[src/hw/rtl/respd_pkg.sv]
// Shared types and constants for the command deframer.
`timescale 1ns / 1ps

package respd_pkg;

  // Parser phase.
  typedef enum logic [3:0] {
    PH_WAIT     = 4'd0,
    PH_COUNT    = 4'd1,
    PH_COUNT_LF = 4'd2,
    PH_DOLLAR   = 4'd3,
    PH_LEN      = 4'd4,
    PH_LEN_LF   = 4'd5,
    PH_DATA     = 4'd6,
    PH_TRAIL1   = 4'd7,
    PH_TRAIL2   = 4'd8
  } phase_e;

  // Framing characters.
  localparam logic [7:0] CH_STAR   = 8'h2A;
  localparam logic [7:0] CH_DOLLAR = 8'h24;
  localparam logic [7:0] CH_CR     = 8'h0D;
  localparam logic [7:0] CH_LF     = 8'h0A;
  localparam logic [7:0] CH_ZERO   = 8'h30;
  localparam logic [7:0] CH_NINE   = 8'h39;
  localparam logic [7:0] CH_LOW_A  = 8'h61;
  localparam logic [7:0] CH_LOW_Z  = 8'h7A;
  localparam logic [7:0] CASE_DIFF = 8'h20;

  // Configuration registers.
  localparam int unsigned CFG_IDX_W  = 8;
  localparam int unsigned CFG_DATA_W = 30;
  localparam int unsigned ARGS_CFG_W = 8;
  localparam int unsigned BULK_CFG_W = 30;
  localparam logic [CFG_IDX_W-1:0] REG_MAX_ARGS     = 8'd0;
  localparam logic [CFG_IDX_W-1:0] REG_MAX_BULK_LEN = 8'd1;
  localparam logic [ARGS_CFG_W-1:0] MAX_ARGS_RST     = 8'hFF;
  localparam logic [BULK_CFG_W-1:0] MAX_BULK_LEN_RST = 30'h2000_0000;

  // One result beat.
  typedef struct packed {
    logic       payload_valid;
    logic [7:0] out_byte;
    logic [7:0] arg_index;
    logic       arg_done;
    logic       cmd_done;
    logic [7:0] arg_count;
    logic       frame_error;
  } res_t;

endpackage

[src/hw/rtl/respd_core.sv]
// Parser state machine: consumes one byte per step and forms its result.
`timescale 1ns / 1ps

module respd_core #(
  parameter int unsigned LEN_BITS   = 30,
  parameter int unsigned COUNT_BITS = 8
) (
  input  logic                  clk_i,
  input  logic                  rst_ni,
  input  logic                  step_i,
  input  logic [7:0]            byte_i,
  input  logic [COUNT_BITS-1:0] cnt_lim_i,
  input  logic [LEN_BITS-1:0]   len_lim_i,
  output respd_pkg::res_t       res_o
);
  import respd_pkg::*;

  localparam int unsigned AW     = (LEN_BITS > COUNT_BITS) ? LEN_BITS : COUNT_BITS;
  localparam int unsigned PW     = AW + 4;
  localparam int unsigned CNT1_W = COUNT_BITS + 1;

  phase_e                phase_q, phase_d;
  logic [AW-1:0]         acc_q, acc_d;
  logic                  seen_q, seen_d;
  logic [COUNT_BITS-1:0] total_q, total_d;
  logic [COUNT_BITS-1:0] cur_q, cur_d;
  logic [LEN_BITS-1:0]   left_q, left_d;

  logic          is_digit;
  logic [7:0]    dig_diff;
  logic [PW-1:0] prod;
  logic [PW-1:0] lim;
  logic          over;
  logic          err;
  logic          last_arg;
  res_t          res;

  // Decimal accumulate: acc*10 + digit, checked against the active limit.
  assign is_digit = (byte_i >= CH_ZERO) && (byte_i <= CH_NINE);
  assign dig_diff = byte_i - CH_ZERO;
  assign prod     = (PW'(acc_q) << 3) + (PW'(acc_q) << 1) + PW'(dig_diff[3:0]);
  assign lim      = (phase_q == PH_LEN) ? PW'(len_lim_i) : PW'(cnt_lim_i);
  assign over     = prod > lim;
  assign last_arg = (CNT1_W'(cur_q) + CNT1_W'(1)) >= CNT1_W'(total_q);

  always_comb begin
    phase_d = phase_q;
    acc_d   = acc_q;
    seen_d  = seen_q;
    total_d = total_q;
    cur_d   = cur_q;
    left_d  = left_q;
    err     = 1'b0;
    res     = '0;

    unique case (phase_q)
      PH_WAIT: begin
        if (byte_i == CH_STAR) begin
          acc_d   = '0;
          seen_d  = 1'b0;
          phase_d = PH_COUNT;
        end else begin
          err = 1'b1;
        end
      end
      PH_COUNT, PH_LEN: begin
        if (is_digit) begin
          if (over) begin
            err = 1'b1;
          end else begin
            acc_d  = prod[AW-1:0];
            seen_d = 1'b1;
          end
        end else if (byte_i == CH_CR && seen_q) begin
          phase_d = (phase_q == PH_COUNT) ? PH_COUNT_LF : PH_LEN_LF;
        end else begin
          err = 1'b1;
        end
      end
      PH_COUNT_LF: begin
        if (byte_i != CH_LF) begin
          err = 1'b1;
        end else begin
          total_d = acc_q[COUNT_BITS-1:0];
          cur_d   = '0;
          if (acc_q[COUNT_BITS-1:0] == '0) begin
            // empty frame closes right here
            res.cmd_done = 1'b1;
            phase_d      = PH_WAIT;
          end else begin
            phase_d = PH_DOLLAR;
          end
        end
      end
      PH_DOLLAR: begin
        if (byte_i == CH_DOLLAR) begin
          acc_d   = '0;
          seen_d  = 1'b0;
          phase_d = PH_LEN;
        end else begin
          err = 1'b1;
        end
      end
      PH_LEN_LF: begin
        if (byte_i != CH_LF) begin
          err = 1'b1;
        end else begin
          left_d  = acc_q[LEN_BITS-1:0];
          phase_d = (acc_q[LEN_BITS-1:0] == '0) ? PH_TRAIL1 : PH_DATA;
        end
      end
      PH_DATA: begin
        res.payload_valid = 1'b1;
        res.arg_index     = 8'(cur_q);
        res.out_byte      = byte_i;
        if (cur_q == '0 && byte_i >= CH_LOW_A && byte_i <= CH_LOW_Z) begin
          res.out_byte = byte_i - CASE_DIFF;
        end
        left_d = left_q - LEN_BITS'(1);
        if (left_q == LEN_BITS'(1)) begin
          phase_d = PH_TRAIL1;
        end
      end
      PH_TRAIL1: begin
        phase_d = PH_TRAIL2;
      end
      PH_TRAIL2: begin
        res.arg_done  = 1'b1;
        res.arg_index = 8'(cur_q);
        if (last_arg) begin
          res.cmd_done  = 1'b1;
          res.arg_count = 8'(total_q);
          phase_d       = PH_WAIT;
        end else begin
          cur_d   = cur_q + COUNT_BITS'(1);
          phase_d = PH_DOLLAR;
        end
      end
      default: begin
        err = 1'b1;
      end
    endcase

    if (err) begin
      phase_d         = PH_WAIT;
      res             = '0;
      res.frame_error = 1'b1;
    end
  end

  assign res_o = res;

  always_ff @(posedge clk_i or negedge rst_ni) begin
    if (!rst_ni) begin
      phase_q <= PH_WAIT;
      acc_q   <= '0;
      seen_q  <= 1'b0;
      total_q <= '0;
      cur_q   <= '0;
      left_q  <= '0;
    end else if (step_i) begin
      phase_q <= phase_d;
      acc_q   <= acc_d;
      seen_q  <= seen_d;
      total_q <= total_d;
      cur_q   <= cur_d;
      left_q  <= left_d;
    end
  end

  // An error always sends the parser back to hunting for '*'.
  a_err_resync: assert property (@(posedge clk_i) disable iff (!rst_ni)
    step_i && res.frame_error |=> phase_q == PH_WAIT)
    else $error("parser did not resync after frame error");

  // A finished command leaves the parser waiting for the next frame.
  a_cmd_wait: assert property (@(posedge clk_i) disable iff (!rst_ni)
    step_i && res.cmd_done |=> phase_q == PH_WAIT)
    else $error("parser not idle after command end");

  // Inside the argument list the current index stays below the count.
  a_arg_range: assert property (@(posedge clk_i) disable iff (!rst_ni)
    (phase_q == PH_DOLLAR || phase_q == PH_LEN || phase_q == PH_LEN_LF ||
     phase_q == PH_DATA || phase_q == PH_TRAIL1 || phase_q == PH_TRAIL2)
    |-> cur_q < total_q)
    else $error("argument index beyond argument count");

  // Payload phase never runs with nothing left to take.
  a_data_left: assert property (@(posedge clk_i) disable iff (!rst_ni)
    phase_q == PH_DATA |-> left_q != '0)
    else $error("payload phase with zero bytes left");

endmodule

[src/hw/rtl/resp_array_command_deframer.sv]
// Top level of the RESP array-of-bulk-strings command deframer.
`timescale 1ns / 1ps

//  channel  | direction | beat contents
//  ---------+-----------+-----------------------------------------------------
//  s_axis   | in        | tdata[7:0] data_byte
//  m_axis   | out       | tdata: out_byte, arg_index, arg_count; tuser: flags;
//           |           | tlast: cmd_done
//  cfg      | in        | cfg_index_i: 0 max_args, 1 max_bulk_len; cfg_data_i
//
//  One byte per cycle sustained while m_axis_tready stays high; m_axis_tvalid
//  rises once a beat has passed the input register and then the result
//  register after one parser step.
//  The parser state update is the loop that sets the rate.
//  A stalled m_axis holds the result register; s_axis keeps accepting while
//  the input register is free or moves on in the same cycle.
//  Reset puts the parser in the hunt for '*' and the limits at 255 and 2^29.

module resp_array_command_deframer #(
  parameter int unsigned LEN_BITS   = 30,
  parameter int unsigned COUNT_BITS = 8
) (
  input  logic                                clk_i,
  input  logic                                rst_ni,
  // slave stream
  input  logic                                s_axis_tvalid,
  output logic                                s_axis_tready,
  input  logic [7:0]                          s_axis_tdata,  // [7:0] data_byte
  // master stream
  output logic                                m_axis_tvalid,
  input  logic                                m_axis_tready,
  // [7:0] out_byte, [15:8] arg_index, [23:16] arg_count
  output logic [23:0]                         m_axis_tdata,
  // [0] payload_valid, [1] arg_done, [2] frame_error
  output logic [2:0]                          m_axis_tuser,
  output logic                                m_axis_tlast,  // cmd_done
  // configuration writes
  input  logic                                cfg_valid_i,
  output logic                                cfg_ready_o,
  input  logic [respd_pkg::CFG_IDX_W-1:0]     cfg_index_i,
  input  logic [respd_pkg::CFG_DATA_W-1:0]    cfg_data_i
);
  import respd_pkg::*;

  // Limits are clamped to what the counters can hold when they are written.
  localparam int unsigned LW = (LEN_BITS > BULK_CFG_W) ? LEN_BITS : BULK_CFG_W;
  localparam int unsigned CW = (COUNT_BITS > ARGS_CFG_W) ? COUNT_BITS : ARGS_CFG_W;
  localparam logic [LW-1:0] LEN_CAP     = LW'({LEN_BITS{1'b1}});
  localparam logic [CW-1:0] CNT_CAP     = CW'({COUNT_BITS{1'b1}});
  localparam logic [LW-1:0] LEN_RST_EXT = LW'(MAX_BULK_LEN_RST);
  localparam logic [CW-1:0] CNT_RST_EXT = CW'(MAX_ARGS_RST);
  localparam logic [LW-1:0] LEN_RST_CL  = (LEN_RST_EXT > LEN_CAP) ? LEN_CAP : LEN_RST_EXT;
  localparam logic [CW-1:0] CNT_RST_CL  = (CNT_RST_EXT > CNT_CAP) ? CNT_CAP : CNT_RST_EXT;
  localparam logic [LEN_BITS-1:0]   LEN_LIM_RST = LEN_RST_CL[LEN_BITS-1:0];
  localparam logic [COUNT_BITS-1:0] CNT_LIM_RST = CNT_RST_CL[COUNT_BITS-1:0];

  logic [LEN_BITS-1:0]   len_lim_q, len_lim_d;
  logic [COUNT_BITS-1:0] cnt_lim_q, cnt_lim_d;
  logic [LW-1:0]         len_wr;
  logic [CW-1:0]         cnt_wr;
  logic                  cfg_we;

  logic       in_valid_q, in_valid_d;
  logic [7:0] in_byte_q;
  logic       out_valid_q, out_valid_d;
  res_t       out_q;
  res_t       res;
  logic       in_acc;
  logic       proc;

  // ---------------- configuration ----------------
  assign cfg_ready_o = 1'b1;
  assign cfg_we      = cfg_valid_i && cfg_ready_o;
  assign len_wr      = LW'(cfg_data_i[BULK_CFG_W-1:0]);
  assign cnt_wr      = CW'(cfg_data_i[ARGS_CFG_W-1:0]);

  always_comb begin
    len_lim_d = len_lim_q;
    cnt_lim_d = cnt_lim_q;
    if (cfg_we) begin
      priority if (cfg_index_i == REG_MAX_ARGS) begin
        cnt_lim_d = (cnt_wr > CNT_CAP) ? CNT_CAP[COUNT_BITS-1:0] : cnt_wr[COUNT_BITS-1:0];
      end else if (cfg_index_i == REG_MAX_BULK_LEN) begin
        len_lim_d = (len_wr > LEN_CAP) ? LEN_CAP[LEN_BITS-1:0] : len_wr[LEN_BITS-1:0];
      end else begin
        // unknown index: write dropped
        len_lim_d = len_lim_q;
      end
    end
  end

  always_ff @(posedge clk_i or negedge rst_ni) begin
    if (!rst_ni) begin
      len_lim_q <= LEN_LIM_RST;
      cnt_lim_q <= CNT_LIM_RST;
    end else begin
      len_lim_q <= len_lim_d;
      cnt_lim_q <= cnt_lim_d;
    end
  end

  // ---------------- pipeline control ----------------
  // proc: input register holds a byte and the result register can take it.
  assign proc          = in_valid_q && (!out_valid_q || m_axis_tready);
  assign s_axis_tready = !in_valid_q || proc;
  assign in_acc        = s_axis_tvalid && s_axis_tready;

  always_comb begin
    in_valid_d = in_valid_q;
    if (in_acc) begin
      in_valid_d = 1'b1;
    end else if (proc) begin
      in_valid_d = 1'b0;
    end
    out_valid_d = out_valid_q;
    if (proc) begin
      out_valid_d = 1'b1;
    end else if (m_axis_tready) begin
      out_valid_d = 1'b0;
    end
  end

  always_ff @(posedge clk_i or negedge rst_ni) begin
    if (!rst_ni) begin
      in_valid_q  <= 1'b0;
      out_valid_q <= 1'b0;
    end else begin
      in_valid_q  <= in_valid_d;
      out_valid_q <= out_valid_d;
    end
  end

  // payload registers, no reset
  always_ff @(posedge clk_i) begin
    if (in_acc) begin
      in_byte_q <= s_axis_tdata;
    end
    if (proc) begin
      out_q <= res;
    end
  end

  // ---------------- parser ----------------
  respd_core #(
    .LEN_BITS   (LEN_BITS),
    .COUNT_BITS (COUNT_BITS)
  ) u_core (
    .clk_i     (clk_i),
    .rst_ni    (rst_ni),
    .step_i    (proc),
    .byte_i    (in_byte_q),
    .cnt_lim_i (cnt_lim_q),
    .len_lim_i (len_lim_q),
    .res_o     (res)
  );

  // ---------------- result beat ----------------
  assign m_axis_tvalid = out_valid_q;
  assign m_axis_tdata  = {out_q.arg_count, out_q.arg_index, out_q.out_byte};
  assign m_axis_tuser  = {out_q.frame_error, out_q.arg_done, out_q.payload_valid};
  assign m_axis_tlast  = out_q.cmd_done;

endmodule
[config.mk]
export PLATFORM = sky130hd
export DESIGN_NAME = resp_array_command_deframer
export DESIGN_NICKNAME = d
export VERILOG_FILES = /design/src/hw/rtl/respd_pkg.sv /design/src/hw/rtl/respd_core.sv /design/src/hw/rtl/resp_array_command_deframer.sv
export SDC_FILE = /design/constraint.sdc
export NUM_CORES = 1
export LEC_CHECK = 0
export CAP_MARGIN = 20
export CORE_MARGIN = 2
export CORE_UTILIZATION = 45
export CTS_CLUSTER_DIAMETER = 30
export DETAILED_ROUTE_END_ITERATION = 12
export DONT_BUFFER_PORTS = 1
export PLACE_DENSITY_LB_ADDON = 0.1
export RECOVER_POWER = 25
export SYNTH_ARGS = -nofsm -noshare
export SYNTH_HDL_FRONTEND = slang
export SYNTH_HIERARCHICAL = 1
export SYNTH_SLANG_ARGS = --single-unit
[constraint.sdc]
create_clock -name clk_i -period 6.6 [get_ports clk_i]
set_input_delay 0.99 -clock clk_i [delete_from_list [all_inputs] [get_ports clk_i]]
set_output_delay 0.99 -clock clk_i [all_outputs]
set_load 0.03 [all_outputs]
==> reports/results.txt, run 1 <==
VDD IR max = 0.199 mV
commonest non-fill, non-tap cells in the layout = nand2_1 (126), dfrtp_1 (112), ha_1 (103)
drt pass-1 iters = 5
placed wire-length estimate = 20.7 mm
Seq/Total Area, Yosys = 37.6%
Rel. slew slack = 33.7%
Bufs and invs on worst path = 3
H-tree levels = 4
Core Area = 24100 µm²
Crit Path Category = flip-flop to flip-flop
TritonCTS clock tree = done
stages on the worst setup path = 21
Comb power frac = 51.1%
Post-synth EDFFs = 36
GP Congestion = 0.875
synthesized area per cell = 9.42 µm²
Pwr Total = 5.10 mW
largest net degree at the start of global routing = 122
RSZ-0062 raised after global routing = false
Fin. Hold Viols = 0
I/O pins = 82
setup TNS = 0 ns
switching power = 2.36 mW
Skew-Pair Late Insertion Delay = 0.43 ns
final WL = 28.3 mm
Iteration-0 DRC Markers = 678
DRC = 0
Chip Height = 160 µm
status = finished, final reports clean
CTS clk-pin slew, worst paths = 0.07 ns
fin crit period = 5.95 ns
fill cell count = 2334
Seq pwr share = 28.9%
GR Overflow Total = 0
critical path cell sequence = inv_1, fa_1, inv_1, ha_1, a211oi_2, o21a_1, nor3b_1, o21ai_0, o21ai_0, xor2_1, ha_1, nand4_1, nor4_1, nand4_1, and2_1, a211oi_1, o21a_1, nand2_1, nor3_4, buf_4, o221ai_1
leading area contributor after synthesis = dfrtp_1
P_int = 2.74 mW
first element of the critical path = in_byte_q[3]
ratio of final minimum period to clock period = 90.2%
start of the worst register-to-register path = in_byte_q[3]
Pwr Density = 433 nW/µm²
Yosys cell types = 86
vias = 8680
Leakage = 5.12 nW
CP Capture Point = u_core/acc_q[5]
layout cell share with drive strength beyond 1 = 10.8%
ant diodes = 0
Layout Area Growth over Synthesis = 7.33%
clk_skew = 0.0103 ns
GRT Overall Usage = 22.5%
ys flop type = dfrtp_1
Sink Count = 157
highest attainable clock frequency = 168 MHz
Critical Path Slowest Stage Cell = nor4_1
Reg-to-Reg End = u_core/acc_q[5]
ANT nets after route = 0
final setup fails = 0
first-pass GRT wire length = 46.1 mm
Clock Path Buffers = 2
input/output buffers = 0
Reg2Reg Setup Slack = 0.65 ns
MaxCap Viol Count = 0
die width = 160 µm
row count = 57
hold crit path type = primary input to async pin
Final nets = 1290
crit-path max cell delay = 0.69 ns
post-synth net total = 1321
hold buffer count at CTS = 0
clk root buf = clkbuf_16
commonest non-fill, non-tap cell in the layout = nand2_1
crit-path max FO = 29
Initial Utilization = 45.5%
CP Launch Type = flip-flop
Critical Path RT = 6.89 ns
Synth Register Bits = 157
WHS = 0.248 ns
Sw Share = 46.3%
Post-Syn Area = 11000 µm²
clock share of power = 20.0%
vias in the first global route = 8517
async set-reset flop share out of synthesis = 77.1%
Yosys warnings = 6
Pins Over Slew Limit = 0
CP top delay family = simple AND/OR/NAND/NOR gates
post-CTS setup buffers = 0
crit path capture type = flip-flop
Via density = 5.90
WP data arrival = 6.24 ns
top cells by area, synth = dfrtp_1 (26%), ha_1 (12%), edfxtp_1 (9.9%)
Yosys top cell area share = 25.6%
antenna violations before repair = 0
Placed Cells incl. Taps = 1438
DIE AREA = 25600 µm²
Routed WL per cell = 19.3 µm
Num CTS Buffers = 17
r2r worst-path depth = 21
Non-Filler Instances = 1471
post_cts resized = 0
worst-margin pin slew = 0.987 ns
cells after synthesis = 1165
## cell families after synthesis
| logic type | synth area share (%) |
|---|---|
| XOR/XNOR | 2.32 |
| AND/OR/NAND/NOR | 17.4 |
| flip-flops | 37.6 |
| buffers and inverters | 5.25 |
| other | 0.0342 |
| multiplexers | 6.05 |
| AO/OA/AOI/OAI | 19.3 |
| adder cells (fa/ha/maj) | 12.1 |
## synthesized netlist by cell type (12+ instances only)
library cell / n
nand2_1: 126
dfrtp_1: 112
ha_1: 103
a21oi_1: 76
o21ai_0: 73
inv_1: 68
nor2_1: 64
nand3_1: 54
edfxtp_1: 36
clkbuf_1: 33
nor3_1: 32
mux2_4: 30
and3_1: 20
nand4_1: 19
o221ai_1: 19
nor2b_1: 17
a21o_1: 16
nor4_1: 15
xor2_1: 15
xnor2_1: 14
a22oi_1: 13
a31oi_1: 12
buf_2: 12
## registers in the layout, summed over array words and instances (netlist names)
name            cells
cnt_lim_q           8
in_byte_q           8
in_valid_q          1
len_lim_q          30
m_axis_tdata       24
m_axis_tlast        1
m_axis_tuser        3
m_axis_tvalid       1
u_core/acc_q       30
u_core/cur_q        8
u_core/left_q      30
u_core/phase_q      4
u_core/seen_q       1
u_core/total_q      8
## worst min path at each step
stage                    start                 to  slack (ns)  depth (start not counted)
finish                  rst_ni  u_core/left_q[14]        0.25                          0
global route            rst_ni  u_core/left_q[14]        0.23                          0
CTS                     rst_ni  u_core/left_q[14]        0.23                          0
detailed placement  in_valid_q      m_axis_tvalid        0.48                          1
global placement    in_valid_q      m_axis_tvalid        0.47                          1
floorplan           in_valid_q      m_axis_tvalid        0.45                          1
## power by group through the flow
stage               logic (mW)  registers, mW  clock network (mW)
floorplan                 2.02           1.34                   0
global placement          2.57           1.48                   0
detailed placement        2.59           1.48                   0
CTS                       2.60           1.47                1.05
global route              2.92           1.49                1.09
finish                    2.60           1.47                1.02
## worst register-to-register path, delay by kind of cell (launching register included)
family	cells	cell delay (ns)
simple gates	7	2.00
compound gates	7	1.48
buf+inv	3	0.58
xor+xnor	1	0.12
fa+ha+maj	3	1.23
flops	1	0.40
## metal layers
layer	vias to the layer above	GRT usage, %	part of all wire (%)
li1	4254	-	-
met1	4170	30.7	47
met2	210	36.9	47
met3	46	3.17	3.5
met4	0	7.70	2.4
met5	-	0	0
## metrics by stage
step / cell area [µm²] / worst slack (ns) / utilization (%)
3_3_place_gp: 11100 / 0.749 / 46.2
4_1_cts: 11800 / 0.597 / 48.8
5_1_grt: 11800 / 0.120 / 48.8
2_1_floorplan: 11000 / 1.71 / -
3_5_place_dp: 11100 / 0.643 / 46.2
6_report: 11800 / 0.649 / 48.8
## area by class of cell
| cell class | instances | area [µm²] | share of cell area, % |
|---|---|---|---|
| inverters | 69 | 259 | 2.20 |
| well taps | 324 | 405 | 3.44 |
| flip-flops and latches | 157 | 4120 | 35.0 |
| clock inverters | 15 | 183 | 1.55 |
| clock buffers | 17 | 425 | 3.61 |
| multi-input cells | 878 | 6290 | 53.4 |
| repair buffers | 11 | 95.1 | 0.808 |
No activity file was read; power rests on OpenSTA's default activity.
==> run 2, diff against run 1 <==
- clock period: 6.6 -> 7.2 ns (I/O delays scaled with it)
==> run 2 against run 1 <==
  * Clock-buffer cell count is the same
  * Fmax grew 1.3%
  * Worst setup slack gained 0.68 ns
  * Largest power group unchanged
  * Critical path type unchanged
  * Non-clock buffer count is the same
  * Global-route usage is essentially flat
  * Sequential share of layout area is essentially flat
  * Highest routed layer unchanged
==> reports/results.txt, run 2 (same netlist as run 1, synthesis figures left out) <==
commonest non-fill, non-tap cell in the layout = nand2_1
crit-path max FO = 29
Skew-Pair Late Insertion Delay = 0.43 ns
clk_skew = 0.00768 ns
hold buffer count at CTS = 0
routing usage on met2 = 36.7%
highest attainable clock frequency = 170 MHz
Non-Filler Instances = 1471
biggest registers after layout = len_lim_q x30, u_core/acc_q x30, u_core/left_q x30
TritonCTS clock tree = done
first-pass GRT wire length = 46.4 mm
final WL = 28.3 mm
design area = 11800 µm²
ant diodes = 0
Routed WL per cell = 19.2 µm
final setup fails = 0
die width = 160 µm
commonest non-fill, non-tap cells in the layout = nand2_1 (126), dfrtp_1 (112), ha_1 (103)
Via density = 5.96
CTS clk-pin slew, worst paths = 0.07 ns
I/O pins = 82
Placement Setup Slack = 1.32 ns
setup TNS = 0 ns
Post-DP Area = 11100 µm²
Critical Path RT = 7.49 ns
met1 global-route usage = 31.5%
MaxCap Viol Count = 0
Layout Area Growth over Synthesis = 7.25%
clk root buf = clkbuf_16
grt met3 use = 3.74%
Reg2Reg Setup Slack = 1.33 ns
GRT Overall Usage = 22.6%
Pwr Total = 4.68 mW
hold crit path type = primary input to async pin
ANT nets after route = 0
CP Launch Type = flip-flop
fin crit period = 5.87 ns
Clock Path Buffers = 2
drt pass-1 iters = 7
fill cell count = 2322
largest net degree at the start of global routing = 122
Leakage = 5.13 nW
Fin. Hold Viols = 0
Rel. slew slack = 26.7%
placed wire-length estimate = 20.7 mm
GR Overflow Total = 0
VDD IR max = 0.178 mV
Initial Utilization = 45.5%
start of the worst register-to-register path = in_byte_q[3]
Reg-to-Reg End = u_core/acc_q[28]
post-CTS setup buffers = 0
Sink Count = 157
vias = 8764
first element of the critical path = in_byte_q[3]
DIE AREA = 25600 µm²
Placed Cells incl. Taps = 1438
DRC = 0
ratio of final minimum period to clock period = 81.6%
GP Congestion = 0.937
row count = 57
Core Area = 24100 µm²
input/output buffers = 0
setup ws final = 1.33 ns
post-route core utilization = 48.8%
CP Capture Point = u_core/acc_q[28]
Chip Height = 160 µm
worst-margin pin slew = 1.09 ns
Crit Path Category = flip-flop to flip-flop
WHS = 0.342 ns
RSZ-0062 raised after global routing = false
Final nets = 1290
grt peak-use layer = met2
Pins Over Slew Limit = 0
crit path capture type = flip-flop
post_cts resized = 0
antenna violations before repair = 0
r2r worst-path depth = 21
Pwr Density = 398 nW/µm²
H-tree levels = 4
WP data arrival = 6.16 ns
vias in the first global route = 8384
status = finished, final reports clean
Num CTS Buffers = 17
Iteration-0 DRC Markers = 688
layout cell share with drive strength beyond 1 = 10.8%
-- run 2: cell type report --
class / count / area [µm²] / share of cell area (%)
Clock buffer: 17 / 425 / 3.62
Clock inverter: 15 / 174 / 1.48
Inverter: 69 / 259 / 2.20
Multi-Input combinational cell: 878 / 6290 / 53.4
Sequential cell: 157 / 4120 / 35.0
Tap cell: 324 / 405 / 3.45
Timing Repair Buffer: 11 / 95.1 / 0.808
-- run 2: layer usage --
metal / up-vias / wire (µm) / share of wire [%]
met5: - / 0 / 0
met4: 0 / 396 / 1.4
met3: 33 / 1300 / 4.6
met2: 238 / 13400 / 47
met1: 4255 / 13200 / 47
li1: 4238 / - / -
-- run 2: worst max-delay path, stage by stage (launching register included) --
cell and delay (ns):
edfxtp_1 0.40, inv_1 0.12, fa_1 0.62, inv_1 0.06, ha_1 0.30, a211oi_2 0.09
o21a_1 0.21, nor3b_1 0.40, o21ai_0 0.26, o21ai_0 0.26, xor2_1 0.14, ha_1 0.32
nand4_1 0.17, nor4_1 0.60, nand4_1 0.18, and2_1 0.20, a211oi_1 0.28, o21a_1 0.24
nand2_1 0.13, nor3_4 0.17, buf_4 0.39, o221ai_1 0.21
-- run 2: where the power goes --
part	switching (mW)	internal [mW]
clock	0.418	0.525
sequential	0.288	1.06
combinational	1.46	0.929
total	2.17	2.51
-- run 2: how the worst min path moves through the flow --
stage	startpoint	to
floorplan	in_valid_q	m_axis_tvalid
global placement	in_valid_q	m_axis_tvalid
detailed placement	in_valid_q	m_axis_tvalid
CTS	rst_ni	u_core/left_q[10]
global route	rst_ni	u_core/left_q[10]
finish	rst_ni	u_core/left_q[10]
==> run 3, diff against run 2 <==
- ABC_AREA: not set -> 1
- clock period: 7.2 -> 5.8 ns (I/O delays scaled with it)
==> run 3 against run 2 <==
  * Critical endpoint is now u_core/phase_q[2]
  * Area after synthesis is 0.65% lower
  * Clock skew increased by 0.0043 ns
  * First-iteration DRC count is 14% lower
  * Cell count up 18%
  * Clock-buffer cell count rose by 1
==> reports/results.txt, run 3 <==
cells after synthesis = 1418
antenna violations before repair = 0
VDD IR max = 0.172 mV
I/O pins = 82
Sink Count = 157
Commonest cells post-synth = nand2_1 (401), inv_1 (148), nor2_1 (132)
async set-reset flop share out of synthesis = 77.1%
top cells by area, synth = dfrtp_1 (26%), nand2_1 (14%), ha_1 (12%)
synthesized area per cell = 7.69 µm²
fill cell count = 2373
final setup fails = 0
die width = 160 µm
Num CTS Buffers = 17
CTS clk-pin slew, worst paths = 0.07 ns
RSZ-0062 raised after global routing = false
highest attainable clock frequency = 199 MHz
Initial Utilization = 46.2%
design area = 11700 µm²
Seq/Total Area, Yosys = 37.8%
vias = 9197
Rel. slew slack = 35.4%
post-CTS setup buffers = 0
CP Launch Type = flip-flop
Iteration-0 DRC Markers = 589
Post-synth EDFFs = 36
Yosys warnings = 6
GP Congestion = 0.865
crit-path max cell delay = 0.53 ns
input/output buffers = 0
post-synth net total = 1574
commonest non-fill, non-tap cell in the layout = nand2_1
Pwr Density = 225 nW/µm²
Yosys top cell area share = 25.7%
count leader, synth = nand2_1
Post-DP Area = 11100 µm²
Fin. Hold Viols = 0
Core Area = 23600 µm²
layout cell share with drive strength beyond 1 = 5.79%
status = finished, final reports clean
TritonCTS clock tree = done
largest net degree at the start of global routing = 122
Post-Syn Area = 10900 µm²
biggest registers after layout = len_lim_q x30, u_core/acc_q x30, u_core/left_q x30
hold buffer count at CTS = 0
drt pass-1 iters = 5
row count = 56
GRT Overall Usage = 21.7%
ys flop type = dfrtp_1
clk_skew = 0.0120 ns
clk root buf = clkbuf_16
Multi-input gate area = 5940 µm²
Critical Path RT = 6.15 ns
WHS = 0.129 ns
crit-path most repeated cell = nand2_1
Pwr Total = 2.63 mW
Final nets = 1560
GR Overflow Total = 0
Yosys cell types = 58
Crit Path Category = flip-flop to flip-flop
Layout Area Growth over Synthesis = 7.41%
leading area contributor after synthesis = dfrtp_1
ANT nets after route = 0
Routed WL per cell = 15.5 µm
MaxCap Viol Count = 0
crit path capture type = flip-flop
ratio of final minimum period to clock period = 86.7%
post_cts resized = 0
Chip Height = 160 µm
Via density = 5.30
DIE AREA = 25500 µm²
H-tree levels = 4
setup TNS = 0 ns
placed wire-length estimate = 20.2 mm
Synth Register Bits = 157
commonest non-fill, non-tap cells in the layout = nand2_1 (401), inv_1 (148), nor2_1 (132)
final WL = 26.9 mm
Critical Path Slowest Stage Cell = fa_1
crit-path max FO = 8
first-pass GRT wire length = 45.2 mm
Skew-Pair Late Insertion Delay = 0.44 ns
vias in the first global route = 8735
DRC = 0
Leakage = 6.09 nW
ant diodes = 0
Pins Over Slew Limit = 0
WP data arrival = 5.38 ns
Clock Path Buffers = 2
Seq. cell area = 4120 µm²
fin crit period = 5.03 ns
hold crit path type = primary input to async pin
worst-margin pin slew = 0.968 ns
[run 3: path summary, 6_finish.rpt]
check | from | end | slack, ns | depth (start not counted)
max in group asynchronous | rst_ni | len_lim_q[29] | 5.40 | 0
setup reg to reg | u_core/acc_q[0] | u_core/phase_q[2] | 0.77 | 29
hold reg to reg | len_lim_q[17] | len_lim_q[17] | 0.47 | 2
min in group clk_i | len_lim_q[17] | len_lim_q[17] | 0.47 | 2
setup / recovery | u_core/acc_q[0] | u_core/phase_q[2] | 0.77 | 29
hold / removal | rst_ni | u_core/acc_q[22] | 0.13 | 0
[run 3: cells by family after synthesis]
family	Yosys count	share of synthesized area (%)
AND/OR/NAND/NOR	710	27.7
XOR/XNOR	47	3.78
multiplexers	7	0.643
flip-flops	157	37.8
buffers and inverters	202	7.88
adder cells (fa/ha/maj)	105	12.2
other	1	0.0344
AO/OA/AOI/OAI	189	9.93
[run 3: final cells by class]
type | count | area share [%]
clock buffers | 18 | 3.67
clock inverters | 14 | 1.26
inverters | 162 | 5.24
multi-input cells | 1059 | 50.8
flip-flops and latches | 157 | 35.2
well taps | 319 | 3.41
repair buffers | 7 | 0.449
[run 3: per-stage QoR]
stage / util, % / instances / setup slack, ns
2_1_floorplan: - / 1418 / 1.61
3_3_place_gp: 47.1 / 1704 / 0.861
3_5_place_dp: 47.1 / 1704 / 0.790
4_1_cts: 49.6 / 1736 / 0.768
5_1_grt: 49.6 / 1736 / 0.326
6_report: 49.6 / 1736 / 0.772
[run 3: where the power goes]
part           total, mW  switching (mW)  internal, mW  leakage (nW)
Sequential          1.25          0.0671          1.18          1.96
Combinational      0.278           0.206        0.0717          3.84
Clock               1.11           0.531         0.575         0.285
[run 3: metal layers]
layer	global-route usage (%)	up-vias	routed length [µm]
li1	-	4671	-
met1	32.6	4271	13500
met2	33.4	237	11900
met3	3.09	18	1210
met4	4.59	0	248
met5	0	-	0
[run 3: critical path, delay by kind of cell, from the launching register on]
family | cells | cell delay, ns
fa+ha+maj | 3 | 1.33
flops | 1 | 0.44
buf+inv | 5 | 0.41
compound gates | 6 | 0.79
simple gates | 14 | 1.73
xor+xnor | 1 | 0.24
